File: config.mk
export PLATFORM = sky130hd
export DESIGN_NAME = pixel_blend_brighten_darken
export DESIGN_NICKNAME = d
export VERILOG_FILES = /design/src/pbbd_pkg.sv /design/src/pixel_blend_brighten_darken.sv /design/src/pbbd_mix.sv
export SDC_FILE = /design/constraint.sdc
export NUM_CORES = 1
export LEC_CHECK = 0
export BUFFER_PORTS_ARGS = -buffer_cell sky130_fd_sc_hd__clkbuf_2
export CAP_MARGIN = 20
export CORE_UTILIZATION = 58
export CTS_CLUSTER_DIAMETER = 30
export CTS_CLUSTER_SIZE = 12
export DETAILED_ROUTE_END_ITERATION = 10
export PLACE_DENSITY_LB_ADDON = 0.3
export SLEW_MARGIN = 20
export SYNTH_ARGS = -nofsm -noshare
export SYNTH_HDL_FRONTEND = slang
export SYNTH_SLANG_ARGS = --single-unit
File: constraint.sdc
create_clock -name i_clk -period 5.2 [get_ports i_clk]
set_clock_uncertainty 0.1 [all_clocks]
set_input_delay 0.78 -clock i_clk [delete_from_list [all_inputs] [get_ports i_clk]]
set_output_delay 0.78 -clock i_clk [all_outputs]
set_load 0.02 [all_outputs]
File: src/pbbd_pkg.sv
package pbbd_pkg;

    localparam int CfgIdxW  = 3;
    localparam int CfgDataW = 6;
    localparam int MaskW    = 6;
    localparam int ModeW    = 2;
    localparam int CoefW    = 5;
    localparam int ChanW    = 6;
    localparam int ProdW    = ChanW + CoefW;
    localparam int SumW     = ProdW + 1;
    localparam int FracW    = 4;

    localparam logic [CfgIdxW-1:0] CFG_TOP_MASK = 3'd0;
    localparam logic [CfgIdxW-1:0] CFG_MODE     = 3'd1;
    localparam logic [CfgIdxW-1:0] CFG_BOT_MASK = 3'd2;
    localparam logic [CfgIdxW-1:0] CFG_COEF_TOP = 3'd3;
    localparam logic [CfgIdxW-1:0] CFG_COEF_BOT = 3'd4;
    localparam logic [CfgIdxW-1:0] CFG_COEF_FADE = 3'd5;

    localparam logic [ModeW-1:0] MODE_NONE   = 2'd0;
    localparam logic [ModeW-1:0] MODE_ALPHA  = 2'd1;
    localparam logic [ModeW-1:0] MODE_BRIGHT = 2'd2;
    localparam logic [ModeW-1:0] MODE_DARK   = 2'd3;

    localparam logic [CoefW-1:0] WEIGHT_ONE = 5'd16;
    localparam logic [ChanW-1:0] LIM_5BIT   = 6'd31;
    localparam logic [ChanW-1:0] LIM_6BIT   = 6'd63;

    typedef struct packed {
        logic [ChanW-1:0] a;
        logic [ChanW-1:0] b;
        logic [CoefW-1:0] wa;
        logic [CoefW-1:0] wb;
    } t_mix_op;

    function automatic logic [CoefW-1:0] clamp16(input logic [CoefW-1:0] w);
        clamp16 = (w > WEIGHT_ONE) ? WEIGHT_ONE : w;
    endfunction

    function automatic logic [7:0] widen5(input logic [4:0] c);
        widen5 = {c, c[4:2]};
    endfunction

endpackage

File: src/pixel_blend_brighten_darken.sv
// an accepted beat reaches o_strobe through three register stages: decode, multiply, sum
// throughput: one pixel per clock; busy stays low, so every stage advances each cycle
// reset (synchronous, active low) clears the pipeline valid bits and all configuration
// registers to zero
module pixel_blend_brighten_darken
    import pbbd_pkg::*;
(
    input  logic                i_clk,
    input  logic                i_rst_n,
    input  logic                start,
    output logic                busy,
    input  logic                i_cfg_we,
    input  logic [CfgIdxW-1:0]  i_cfg_idx,
    input  logic [CfgDataW-1:0] i_cfg_wdata,
    input  logic [15:0]         i_top_color,
    input  logic [15:0]         i_bottom_color,
    input  logic [2:0]          i_top_layer,
    input  logic [2:0]          i_bottom_layer,
    input  logic                i_window_blend_enable,
    input  logic                i_sprite_semi_transparent,
    output logic                o_strobe,
    output logic [7:0]          o_out_red,
    output logic [7:0]          o_out_green,
    output logic [7:0]          o_out_blue
);

    logic [MaskW-1:0] r_top_mask;
    logic [ModeW-1:0] r_mode;
    logic [MaskW-1:0] r_bot_mask;
    logic [CoefW-1:0] r_coef_top;
    logic [CoefW-1:0] r_coef_bot;
    logic [CoefW-1:0] r_coef_fade;

    always_ff @(posedge i_clk) begin
        if (!i_rst_n) begin
            r_top_mask  <= '0;
            r_mode      <= MODE_NONE;
            r_bot_mask  <= '0;
            r_coef_top  <= '0;
            r_coef_bot  <= '0;
            r_coef_fade <= '0;
        end else if (i_cfg_we) begin
            unique case (i_cfg_idx)
                CFG_TOP_MASK:  r_top_mask  <= i_cfg_wdata[MaskW-1:0];
                CFG_MODE:      r_mode      <= i_cfg_wdata[ModeW-1:0];
                CFG_BOT_MASK:  r_bot_mask  <= i_cfg_wdata[MaskW-1:0];
                CFG_COEF_TOP:  r_coef_top  <= i_cfg_wdata[CoefW-1:0];
                CFG_COEF_BOT:  r_coef_bot  <= i_cfg_wdata[CoefW-1:0];
                CFG_COEF_FADE: r_coef_fade <= i_cfg_wdata[CoefW-1:0];
                default: ;
            endcase
        end
    end

    assign busy = 1'b0;

    // decode stage
    logic [7:0]       top_mask8;
    logic [7:0]       bot_mask8;
    logic             top_ok;
    logic             bot_ok;
    logic             apply;
    logic [ModeW-1:0] mode;
    logic [ChanW-1:0] t_r, t_g, t_b;
    logic [ChanW-1:0] b_r, b_g, b_b;
    logic [ChanW-1:0] k_5, k_6;
    logic [CoefW-1:0] wy;
    t_mix_op          n_op_r, n_op_g, n_op_b;

    always_comb begin
        top_mask8 = {2'b00, r_top_mask};
        bot_mask8 = {2'b00, r_bot_mask};
        top_ok    = top_mask8[i_top_layer];
        bot_ok    = bot_mask8[i_bottom_layer];
        mode      = r_mode;
        apply     = i_window_blend_enable && top_ok && (bot_ok || (r_mode != MODE_ALPHA));
        if (i_sprite_semi_transparent &&
            ((top_ok && bot_ok) || (!top_ok && (r_bot_mask != '0)))) begin
            mode  = MODE_ALPHA;
            apply = 1'b1;
        end

        t_r = {1'b0, i_top_color[4:0]};
        t_g = {i_top_color[9:5], i_top_color[15]};
        t_b = {1'b0, i_top_color[14:10]};
        b_r = {1'b0, i_bottom_color[4:0]};
        b_g = {i_bottom_color[9:5], i_bottom_color[15]};
        b_b = {1'b0, i_bottom_color[14:10]};

        wy = clamp16(r_coef_fade);
        k_5 = (mode == MODE_BRIGHT) ? LIM_5BIT : '0;
        k_6 = (mode == MODE_BRIGHT) ? LIM_6BIT : '0;

        // pass-through: weight one on top, nothing on the other side
        n_op_r = '{a: t_r, b: '0, wa: WEIGHT_ONE, wb: '0};
        n_op_g = '{a: t_g, b: '0, wa: WEIGHT_ONE, wb: '0};
        n_op_b = '{a: t_b, b: '0, wa: WEIGHT_ONE, wb: '0};
        if (apply) begin
            unique case (mode)
                MODE_ALPHA: begin
                    n_op_r = '{a: t_r, b: b_r, wa: clamp16(r_coef_top), wb: clamp16(r_coef_bot)};
                    n_op_g = '{a: t_g, b: b_g, wa: clamp16(r_coef_top), wb: clamp16(r_coef_bot)};
                    n_op_b = '{a: t_b, b: b_b, wa: clamp16(r_coef_top), wb: clamp16(r_coef_bot)};
                end
                MODE_BRIGHT, MODE_DARK: begin
                    n_op_r = '{a: t_r, b: k_5, wa: WEIGHT_ONE - wy, wb: wy};
                    n_op_g = '{a: t_g, b: k_6, wa: WEIGHT_ONE - wy, wb: wy};
                    n_op_b = '{a: t_b, b: k_5, wa: WEIGHT_ONE - wy, wb: wy};
                end
                default: ;
            endcase
        end
    end

    logic    r_v1;
    t_mix_op r_op_r, r_op_g, r_op_b;

    always_ff @(posedge i_clk) begin
        if (!i_rst_n) begin
            r_v1 <= 1'b0;
        end else begin
            r_v1 <= start && !busy;
        end
    end

    always_ff @(posedge i_clk) begin
        r_op_r <= n_op_r;
        r_op_g <= n_op_g;
        r_op_b <= n_op_b;
    end

    logic             v_r, v_g, v_b;
    logic [ChanW-1:0] c_r, c_g, c_b;

    pbbd_mix u_mix_r (
        .i_clk   (i_clk),
        .i_rst_n (i_rst_n),
        .i_valid (r_v1),
        .i_op    (r_op_r),
        .i_lim   (LIM_5BIT),
        .o_valid (v_r),
        .o_val   (c_r)
    );

    pbbd_mix u_mix_g (
        .i_clk   (i_clk),
        .i_rst_n (i_rst_n),
        .i_valid (r_v1),
        .i_op    (r_op_g),
        .i_lim   (LIM_6BIT),
        .o_valid (v_g),
        .o_val   (c_g)
    );

    pbbd_mix u_mix_b (
        .i_clk   (i_clk),
        .i_rst_n (i_rst_n),
        .i_valid (r_v1),
        .i_op    (r_op_b),
        .i_lim   (LIM_5BIT),
        .o_valid (v_b),
        .o_val   (c_b)
    );

    assign o_strobe    = v_r;
    assign o_out_red   = widen5(c_r[4:0]);
    assign o_out_green = widen5(c_g[5:1]);
    assign o_out_blue  = widen5(c_b[4:0]);

    a_lanes_agree: assert property (@(posedge i_clk) disable iff (!i_rst_n)
        (v_r == v_g) && (v_r == v_b))
        else $error("channel lanes out of step");

    a_latency: assert property (@(posedge i_clk) disable iff (!i_rst_n)
        start |-> ##3 o_strobe)
        else $error("accepted beat not strobed after three cycles");

    a_no_extra: assert property (@(posedge i_clk) disable iff (!i_rst_n)
        o_strobe |-> $past(start, 3))
        else $error("strobe without accepted beat");

endmodule

File: src/pbbd_mix.sv
module pbbd_mix
    import pbbd_pkg::*;
(
    input  logic             i_clk,
    input  logic             i_rst_n,
    input  logic             i_valid,
    input  t_mix_op          i_op,
    input  logic [ChanW-1:0] i_lim,
    output logic             o_valid,
    output logic [ChanW-1:0] o_val
);

    logic [ProdW-1:0] r_pa;
    logic [ProdW-1:0] r_pb;
    logic             r_vp;
    logic [ChanW-1:0] r_val;
    logic             r_vo;

    logic [SumW-1:0]        n_sum;
    logic [SumW-FracW-1:0]  n_floor;
    logic [ChanW-1:0]       n_val;

    always_ff @(posedge i_clk) begin
        if (!i_rst_n) begin
            r_vp <= 1'b0;
            r_vo <= 1'b0;
        end else begin
            r_vp <= i_valid;
            r_vo <= r_vp;
        end
    end

    // weighted products
    always_ff @(posedge i_clk) begin
        r_pa <= ProdW'(i_op.a) * ProdW'(i_op.wa);
        r_pb <= ProdW'(i_op.b) * ProdW'(i_op.wb);
    end

    // sum, floor, saturate
    always_comb begin
        n_sum   = SumW'(r_pa) + SumW'(r_pb);
        n_floor = n_sum[SumW-1:FracW];
        n_val   = (n_floor > (SumW-FracW)'(i_lim)) ? i_lim : n_floor[ChanW-1:0];
    end

    always_ff @(posedge i_clk) begin
        r_val <= n_val;
    end

    assign o_valid = r_vo;
    assign o_val   = r_val;

    a_val_sat: assert property (@(posedge i_clk) disable iff (!i_rst_n)
        r_vp |=> (r_val <= $past(i_lim)))
        else $error("mix result above saturation limit");

    a_valid_chain: assert property (@(posedge i_clk) disable iff (!i_rst_n)
        i_valid |-> ##2 r_vo)
        else $error("mix beat lost");

    a_no_phantom: assert property (@(posedge i_clk) disable iff (!i_rst_n)
        r_vo |-> $past(i_valid, 2))
        else $error("mix beat invented");

endmodule
==> results.cfg, run 1 <==
[detailed_routing]
first_pass_iters = 4
drt_wl_total_um = 18380
detail-route-antenna-nets = 0
viasPerCell = 5.204
drcViolationCount = 0
drt-initial-drc-count = 223
routedWlPerCell_um = 13.75
via_count = 6958

[clocking]
clkSinkCount = 155
clkTransAtPathRegs_ns = 0.06
cts-htree-levels = 4
postCtsHoldBufs = 0
cts_buffers = 17
clock_path_buffers = 2
postCtsSetupBuffers = 0
cts-resized-gates = 0
cts-root-buf = clkbuf_16
cts_tree = yes
clk_latency_ns = 0.44

[power]
power_density_mw_per_mm2 = 232.9
ir_worst_vdd_v = 0.0002388
p_leak_nw = 5.598

[timing]
max_freq_mhz = 241.9
slew_headroom_pct = 37.47
setup_violations = 0
drv_slew = 0
fin_hold_ws_ns = 0.3346
finalCritPeriodShare_pct = 79.49
finalSetupTns_ns = 0
min_period_ns = 4.134
rsz0062_at_grt = false
hold_viol_final = 0
tightest_slew_ns = 0.9355

[critical_path]
critical_path_class = flip-flop to flip-flop
worstSetupStartpoint = r_op_r[3]
required_ns = 5.42
crit_path_start_kind = flip-flop
arrival_ns = 4.35
crit_fanout = 16
end_kind = flip-flop
r2r_cells = 12
r2r-end = u_mix_g.r_pb[10]
reg2reg_setup_slack_ns = 1.07
reg2reg_from = r_op_r[3]
crit_end = u_mix_g.r_pb[10]

[yosys]
ys_seq_area_share_pct = 30.56
synthArstFlopShare_pct = 0
ys_ff_latch = 155
synth_commonest_cells = dfxtp_1, ha_1, and2_1
netlist_area_mm2 = 0.01015
syn_nets = 1300
synth_area_leaders = dfxtp_1, ha_1, fa_1, and2_1, xnor2_1
yosysWarnings = 0
synth.distinct_cells = 58
synth_ff_type = dfxtp_1
synth-edff-count = 0
postSynthCellCount = 1034
yosysTopAreaCellShare_pct = 30.56
yosysMostFrequentCell = dfxtp_1
synth.largest_area_cell = dfxtp_1
syn_area_per_cell_um2 = 9.821

[global_routing]
met3_usage_pct = 4.497
track_usage_pct = 22.49
busiest_layer = met2
grt_max_degree = 33
first_global_vias = 7108
antenna_found_initial = 0
met2_usage_pct = 38.80
use_met1_pct = 28.18
overflow = 0
grt_pass1_wl_um = 32370

[final_layout]
antenna_cells = 0
fin_nets = 1365
synthToLayoutAreaGrowth_pct = 10.41
drive_gt1_share_pct = 10.88

[die]
start_util_pct = 59.12
dieArea_mm2 = 0.01804
row_count = 48
die_w_um = 134.3
die_h_um = 134.3
ios = 79
core_mm2 = 0.01718

[place]
dp_hpwl_um = 14080
io_buffer_count = 77
place.gp.congestion = 0.8233

[hold_path]
min_path_cells = 1
hp-class = flip-flop to flip-flop

[job]
drv_cap = 0

[status]
status = finished, final reports clean
per-layer routing:
| metal | share of wire, % | wire length (um) |
|---|---|---|
| met1 | 47 | 8593 |
| met2 | 49 | 8938 |
| met3 | 3.3 | 611 |
| met4 | 1.3 | 238 |
| met5 | 0 | 0 |
worst min path at each step:
stage,endpoint,from
final,u_mix_r.r_vp,r_v1
after global routing,r_op_g[21],i_top_color[9]
after CTS,r_op_g[20],i_top_color[8]
after detailed placement,u_mix_r.r_vp,r_v1
after global placement,u_mix_r.r_vp,r_v1
after floorplan,u_mix_r.o_valid,u_mix_r.r_vp
cell type report:
cell class / count / area [um2]
clock buffer: 18 / 429.2
clock inverter: 14 / 136.4
fill: 1427 / 5964
inverter: 88 / 330.3
multi-input combinational: 758 / 6531
sequential: 155 / 3103
tap: 225 / 281.5
timing repair buffer: 79 / 400.4
cell usage in the layout, fill, tap and decap left out, types with 4 or more instances in the layout:
| master | instances |
|---|---|
| dfxtp_1 | 155 |
| ha_1 | 153 |
| and2_1 | 119 |
| nand2_1 | 89 |
| inv_1 | 88 |
| clkbuf_2 | 77 |
| fa_1 | 60 |
| a21oi_1 | 45 |
| xnor2_1 | 39 |
| nor2b_1 | 38 |
| nor2_1 | 33 |
| mux2i_1 | 30 |
| o21ai_0 | 21 |
| clkbuf_16 | 17 |
| a21o_1 | 15 |
| nand2b_1 | 13 |
| nor3_1 | 13 |
| nand3b_1 | 10 |
| o41ai_1 | 7 |
| xor2_1 | 7 |
| nand3_1 | 7 |
| o21bai_1 | 6 |
| a21boi_0 | 5 |
| o21a_1 | 5 |
| nand4_1 | 4 |
| inv_6 | 4 |
| clkinvlp_4 | 4 |
worst max-delay path, cell delays in order (launching register included):
cell,delay (ns)
dfxtp_1,0.60
nand2_1,0.15
fa_1,0.51
fa_1,0.52
fa_1,0.54
inv_1,0.04
ha_1,0.32
nor2b_1,0.15
o21ai_0,0.24
a21boi_0,0.18
o21a_1,0.21
o41a_1,0.32
xnor2_1,0.13
logic make-up after synthesis:
family | count (synthesis) | synth area share [%]
other cells | 1 | 0.03693
simple gates | 341 | 18.36
compound gates | 124 | 7.763
fa+ha+maj | 213 | 30.68
buf+inv | 121 | 5.126
flops | 155 | 30.56
mux | 33 | 3.512
xor+xnor | 46 | 3.968
flip-flops by register name, indices dropped and copies added (netlist names):
register / flops
u_mix_r.o_val: 5
u_mix_g.r_pb: 11
r_top_mask: 6
u_mix_b.r_pa: 11
u_mix_r.r_pb: 11
r_coef_top: 5
r_bot_mask: 6
u_mix_r.r_pa: 11
u_mix_r.r_vp: 1
u_mix_g.o_val: 5
r_op_g: 12
r_op_b: 10
u_mix_b.r_pb: 11
r_mode: 2
u_mix_g.r_pa: 11
u_mix_r.o_valid: 1
r_v1: 1
r_op_r: 20
r_coef_bot: 5
r_coef_fade: 5
u_mix_b.o_val: 5
through the flow:
| step | area [um2] | setup slack (ns) | power [mW] | instances | utilization, % |
|---|---|---|---|---|---|
| after floorplan | 10150 | 1.333 | 1.386 | 1034 | - |
| after global placement | 10650 | 1.293 | 1.433 | 1305 | 61.98 |
| after detailed placement | 10650 | 1.182 | 1.436 | 1305 | 61.98 |
| after CTS | 11210 | 1.065 | 2.641 | 1337 | 65.28 |
| after global routing | 11210 | 0.8371 | 2.715 | 1337 | 65.28 |
| final | 11210 | 1.066 | 2.612 | 1337 | 65.28 |
power breakdown:
part / total [mW] / switching, mW / internal (mW)
clock network: 1.20 / 0.533 / 0.669
logic: 0.171 / 0.0950 / 0.0764
registers: 1.24 / 0.0216 / 1.22
Power figures use the tool's default switching activity.
==> run 2: changes to the inputs <==
--- a/config.mk
+++ b/config.mk
@@ -7,7 +7,7 @@
 export LEC_CHECK = 0
 export BUFFER_PORTS_ARGS = -buffer_cell sky130_fd_sc_hd__clkbuf_2
 export CAP_MARGIN = 20
-export CORE_UTILIZATION = 58
+export CORE_UTILIZATION = 55
 export CTS_CLUSTER_DIAMETER = 30
 export CTS_CLUSTER_SIZE = 12
 export DETAILED_ROUTE_END_ITERATION = 10
==> constraint.sdc (replaced) <==
create_clock -name i_clk -period 3.4 [get_ports i_clk]
set_clock_uncertainty 0.1 [all_clocks]
set_input_delay 0.51 -clock i_clk [delete_from_list [all_inputs] [get_ports i_clk]]
set_output_delay 0.51 -clock i_clk [all_outputs]
set_load 0.02 [all_outputs]
==> results.cfg, run 2 (same netlist as run 1, synthesis figures left out) <==
[final_layout]
drive_gt1_share_pct = 20.90
largest_register = r_op_r
synthToLayoutAreaGrowth_pct = 19.21
fin_nets = 1430
layout_commonest_cell = dfxtp_1
reg_top3 = r_op_r (20), r_op_g (12)
fin_area_mm2 = 0.01211
largest_register_ffs = 20
layout_common_cells = dfxtp_1, ha_1, and2_1
antenna_cells = 0

[timing]
finalSetupTns_ns = -0.02065
drv_slew = 0
finalCritPeriodShare_pct = 100.6
rsz0062_at_grt = true
min_period_ns = 3.421
setup_violations = 1
slew_headroom_pct = 43.96
max_freq_mhz = 292.3
hold_viol_final = 0
setup_ws_ns = -0.02065
tightest_slew_ns = 0.8384

[critical_path]
required_ns = 3.63
critical_path_class = flip-flop to flip-flop
arrival_ns = 3.65
worstSetupStartpoint = r_op_r[4]
reg2reg_from = r_op_r[4]
end_kind = flip-flop
crit_fanout = 7
crit_path_start_kind = flip-flop

[clocking]
cts_tree = yes
cts-root-buf = clkbuf_16
clkSinkCount = 155
clock_path_buffers = 2
clkTransAtPathRegs_ns = 0.07
clk_latency_ns = 0.43
cts-htree-levels = 4
postCtsHoldBufs = 0
cts_buffers = 17

[global_routing]
grt_pass1_wl_um = 32550
track_usage_pct = 21.86
overflow = 0
antenna_found_initial = 0
grt_max_degree = 33
first_global_vias = 7172

[die]
start_util_pct = 56.34
row_count = 49
die_h_um = 137.9
dieArea_mm2 = 0.01901
die_w_um = 137.9
ios = 79
core_mm2 = 0.01802

[power]
p_leak_nw = 6.043
p_switching_mw = 1.107
clkPwrFrac_pct = 47.0
pwr-share-comb_pct = 7.0
seqPwrFrac_pct = 46.0
power_density_mw_per_mm2 = 338.9
switching_share_pct = 26.99
finalPower_mw = 4.102
p_int_mw = 2.995
ir_worst_vdd_v = 0.0005102

[detailed_routing]
drt-initial-drc-count = 250
drcViolationCount = 0
viasPerCell = 5.138
detail-route-antenna-nets = 0
routedWlPerCell_um = 13.73
via_count = 7224
first_pass_iters = 4
drt_wl_total_um = 19310

[hold_path]
hp-class = primary input to flip-flop
hold_start = i_top_color[6]

[place]
place.gp.congestion = 0.8235
io_buffer_count = 77
placed_area_mm2 = 0.01118
dp_hpwl_um = 14520

[job]
drv_cap = 0

[status]
violations = negative setup slack
status = finished with violations
## run 2: cell count changes in the layout (fill, tap and decap cells not counted), moves of 7 or more
cell	delta
o41ai_1	-7
a21oi_2	+9
buf_4	+63
o21ai_0	-15
a21oi_1	-9
dfxtp_4	+7
dfxtp_1	-10
ha_4	+12
nand2_1	-8
ha_1	-12
o21ai_1	+12
o41ai_2	+7
## run 2: path summary, 6_finish.rpt
check                           to  slack (ns)  depth (start not counted)
hold / removal          r_op_g[18]        0.08                          1
setup / recovery  u_mix_g.r_pb[10]       -0.02                         12
setup reg to reg  u_mix_g.r_pb[10]       -0.02                         12
hold reg to reg    u_mix_r.o_valid        0.34                          1
## run 2: cell type report
| cell class | instances | area (um2) |
|---|---|---|
| inverters | 88 | 330.3 |
| multi-input cells | 758 | 6840 |
| flip-flops and latches | 155 | 3133 |
| fillers | 1407 | 5919 |
| clock buffers | 17 | 425.4 |
| clock inverters | 15 | 193.9 |
| repair buffers | 144 | 895.9 |
| well taps | 229 | 286.5 |
## run 2: what timing repair did
item | 4_1_cts | 5_1_grt
setup buffers | 2 | 7
gates resized for setup | 15 | 48
gates cloned | 0 | 0
endpoints found under the setup margin | 13 | 21
pin swaps | 10 | 35
## run 2: critical path: stages (launching register included)
cell	delay, ns
dfxtp_4	0.37
and2_4	0.14
fa_1	0.52
inv_1	0.05
fa_1	0.47
fa_1	0.55
inv_1	0.08
ha_4	0.25
o21ai_2	0.08
a21boi_2	0.08
o21a_1	0.20
o41a_1	0.32
xnor2_1	0.12
## run 2: power by group through the flow
stage	logic (mW)	clock network, mW	registers, mW
after global routing	0.321	2.04	1.89
after detailed placement	0.279	0	1.93
after global placement	0.275	0	1.93
after floorplan	0.184	0	1.94
after CTS	0.284	1.97	1.89
final	0.288	1.93	1.89
## run 2: stage by stage
step | setup WS, ns | hold slack, ns | instances | utilization (%)
final | -0.02065 | 0.07640 | 1406 | 67.16
after global routing | -0.1190 | 0.06153 | 1406 | 67.16
after CTS | -0.03292 | 0.06221 | 1399 | 65.73
after detailed placement | -0.1078 | 0.3223 | 1365 | 62.01
after global placement | -0.04190 | 0.3142 | 1365 | 62.01
after floorplan | -0.06616 | 0.3119 | 1034 | -
## run 2: routing by layer
layer,routed length [um],share of wire [%],global-route usage (%)
met1,8945,46,27.49
met2,9465,49,37.56
met3,599,3.1,4.130
met4,295,1.5,7.126
met5,0,0,0
==> run 3: changes to the inputs <==
--- a/config.mk
+++ b/config.mk
@@ -5,13 +5,16 @@
 export SDC_FILE = /design/constraint.sdc
 export NUM_CORES = 1
 export LEC_CHECK = 0
+export ABC_CLOCK_PERIOD_IN_PS = 3400
 export BUFFER_PORTS_ARGS = -buffer_cell sky130_fd_sc_hd__clkbuf_2
 export CAP_MARGIN = 20
 export CORE_UTILIZATION = 55
 export CTS_CLUSTER_DIAMETER = 30
 export CTS_CLUSTER_SIZE = 12
 export DETAILED_ROUTE_END_ITERATION = 10
+export MAX_ROUTING_LAYER = met4
 export PLACE_DENSITY_LB_ADDON = 0.3
+export SETUP_SLACK_MARGIN = 0.05
 export SLEW_MARGIN = 20
 export SYNTH_ARGS = -nofsm -noshare
 export SYNTH_HDL_FRONTEND = slang
==> results.cfg, run 3 (same netlist as run 1, synthesis figures left out) <==
[timing]
setup_ws_ns = -0.03003
setup_violations = 2
slew_headroom_pct = 36.07
min_period_ns = 3.430
finalCritPeriodShare_pct = 100.9
tightest_slew_ns = 0.9564
max_freq_mhz = 291.5
drv_slew = 0
hold_viol_final = 0
rsz0062_at_grt = true

[final_layout]
fin_area_mm2 = 0.01209
layout_common_cells = dfxtp_1, ha_1, and2_1
fin_cells = 1394
largest_register = r_op_r
reg_top3 = r_op_r (20), r_op_g (12)
layout_commonest_cell = dfxtp_1
largest_register_ffs = 20
synthToLayoutAreaGrowth_pct = 19.10
drive_gt1_share_pct = 20.94
fin_util_pct = 67.10
fillers = 1416
fin_nets = 1418
antenna_cells = 0

[detailed_routing]
viasPerCell = 5.142
via_count = 7168
drt-initial-drc-count = 230
drt_wl_total_um = 19530
routedWlPerCell_um = 14.01
detail-route-antenna-nets = 0
first_pass_iters = 5
drcViolationCount = 0

[die]
ios = 79
start_util_pct = 56.34
row_count = 49
die_w_um = 137.9
dieArea_mm2 = 0.01901
core_mm2 = 0.01802
die_h_um = 137.9

[power]
finalPower_mw = 4.090
p_leak_nw = 6.018
power_density_mw_per_mm2 = 338.2
ir_worst_vdd_v = 0.0004128
p_switching_mw = 1.096
p_int_mw = 2.994
clkPwrFrac_pct = 46.7
seqPwrFrac_pct = 46.1
switching_share_pct = 26.79
pwr-share-comb_pct = 7.1

[global_routing]
grt_max_degree = 33
antenna_found_initial = 0
overflow = 0
grt_pass1_wl_um = 32930
first_global_vias = 7350
track_usage_pct = 22.78

[place]
dp_hpwl_um = 14520
place.gp.congestion = 0.8391
dp_cells = 1350
dp_slack_ns = -0.07800
io_buffer_count = 77
placed_area_mm2 = 0.01111

[job]
drv_cap = 0

[hold_path]
hp-class = primary input to flip-flop

[critical_path]
crit_chain = nand2_2, fa_1, fa_1, fa_1, inv_2, ha_4, nor2b_2, o21ai_2, a21boi_2, o21a_1, o41a_1, xnor2_1
required_ns = 3.63
crit_top_cell = fa_1
slowest_stage = fa_1
critical_path_class = flip-flop to flip-flop
crit_path_start_kind = flip-flop
crit_fanout = 5
arrival_ns = 3.66
critical-path-max-stage-delay_ns = 0.55
end_kind = flip-flop

[clocking]
clkTransAtPathRegs_ns = 0.07
postCtsHoldBufs = 0
clkSinkCount = 155
cts_buffers = 17
clock_path_buffers = 2
clk_latency_ns = 0.44
cts-root-buf = clkbuf_16
cts-htree-levels = 4
cts_tree = yes

[status]
violations = negative setup slack
status = finished with violations
-- run 3: cell count changes in the layout (fill, tap and decap cells not counted), sizes merged --
cell,delta
buf,-12
-- run 3: area by class of cell --
cell class | count | area [um2] | area share [%]
repair buffers | 132 | 830.8 | 6.869
flip-flops and latches | 155 | 3137 | 25.94
clock buffers | 17 | 425.4 | 3.517
inverters | 88 | 330.3 | 2.731
clock inverters | 15 | 193.9 | 1.604
well taps | 229 | 286.5 | 2.369
multi-input cells | 758 | 6890 | 56.97
-- run 3: power by group through the flow --
stage / clock (mW) / combinational (mW) / sequential (mW)
after detailed placement: 0 / 0.279 / 1.93
final: 1.91 / 0.292 / 1.89
after floorplan: 0 / 0.186 / 1.94
after CTS: 1.95 / 0.283 / 1.89
after global placement: 0 / 0.273 / 1.93
after global routing: 2.03 / 0.326 / 1.89
-- run 3: per-layer routing --
metal,vias to the layer above,track usage [%],routed length [um]
li1,3675,-,-
met1,3321,26.98,8896
met2,138,38.64,9588
met3,34,4.642,645
met4,0,7.307,403
met5,-,-,0
-- run 3: final timing paths --
path                                     start                to  slack (ns)  cells past startpoint
worst max register to register       r_op_r[2]  u_mix_g.r_pb[10]       -0.03                     12
worst min-delay path            i_top_color[7]        r_op_g[19]        0.08                      1
worst max-delay path                 r_op_r[2]  u_mix_g.r_pb[10]       -0.03                     12
worst min register to register            r_v1      u_mix_r.r_vp        0.34                      1
-- run 3: critical path, delay by kind of cell (launching register included) --
kind | cells | cell delay [ns]
adder cells (fa/ha/maj) | 4 | 1.72
flip-flops | 1 | 0.37
XOR/XNOR | 1 | 0.13
AO/OA/AOI/OAI | 4 | 0.76
AND/OR/NAND/NOR | 2 | 0.21
buffers and inverters | 1 | 0.05
-- run 3: stage by stage --
step | TNS, ns | hold slack [ns]
2_1_floorplan | -0.06616 | 0.3119
3_3_place_gp | -0.02917 | 0.3132
3_5_place_dp | -0.2383 | 0.3211
4_1_cts | -0.04874 | 0.05673
5_1_grt | -0.9731 | 0.05736
6_report | -0.05592 | 0.07577
-- run 3: what timing repair did --
| action | CTS | global route |
|---|---|---|
| gates resized for setup | 16 | 54 |
| setup buffers | 2 | 10 |
| endpoints found under the setup margin | 15 | 24 |
| pin swaps | 9 | 33 |
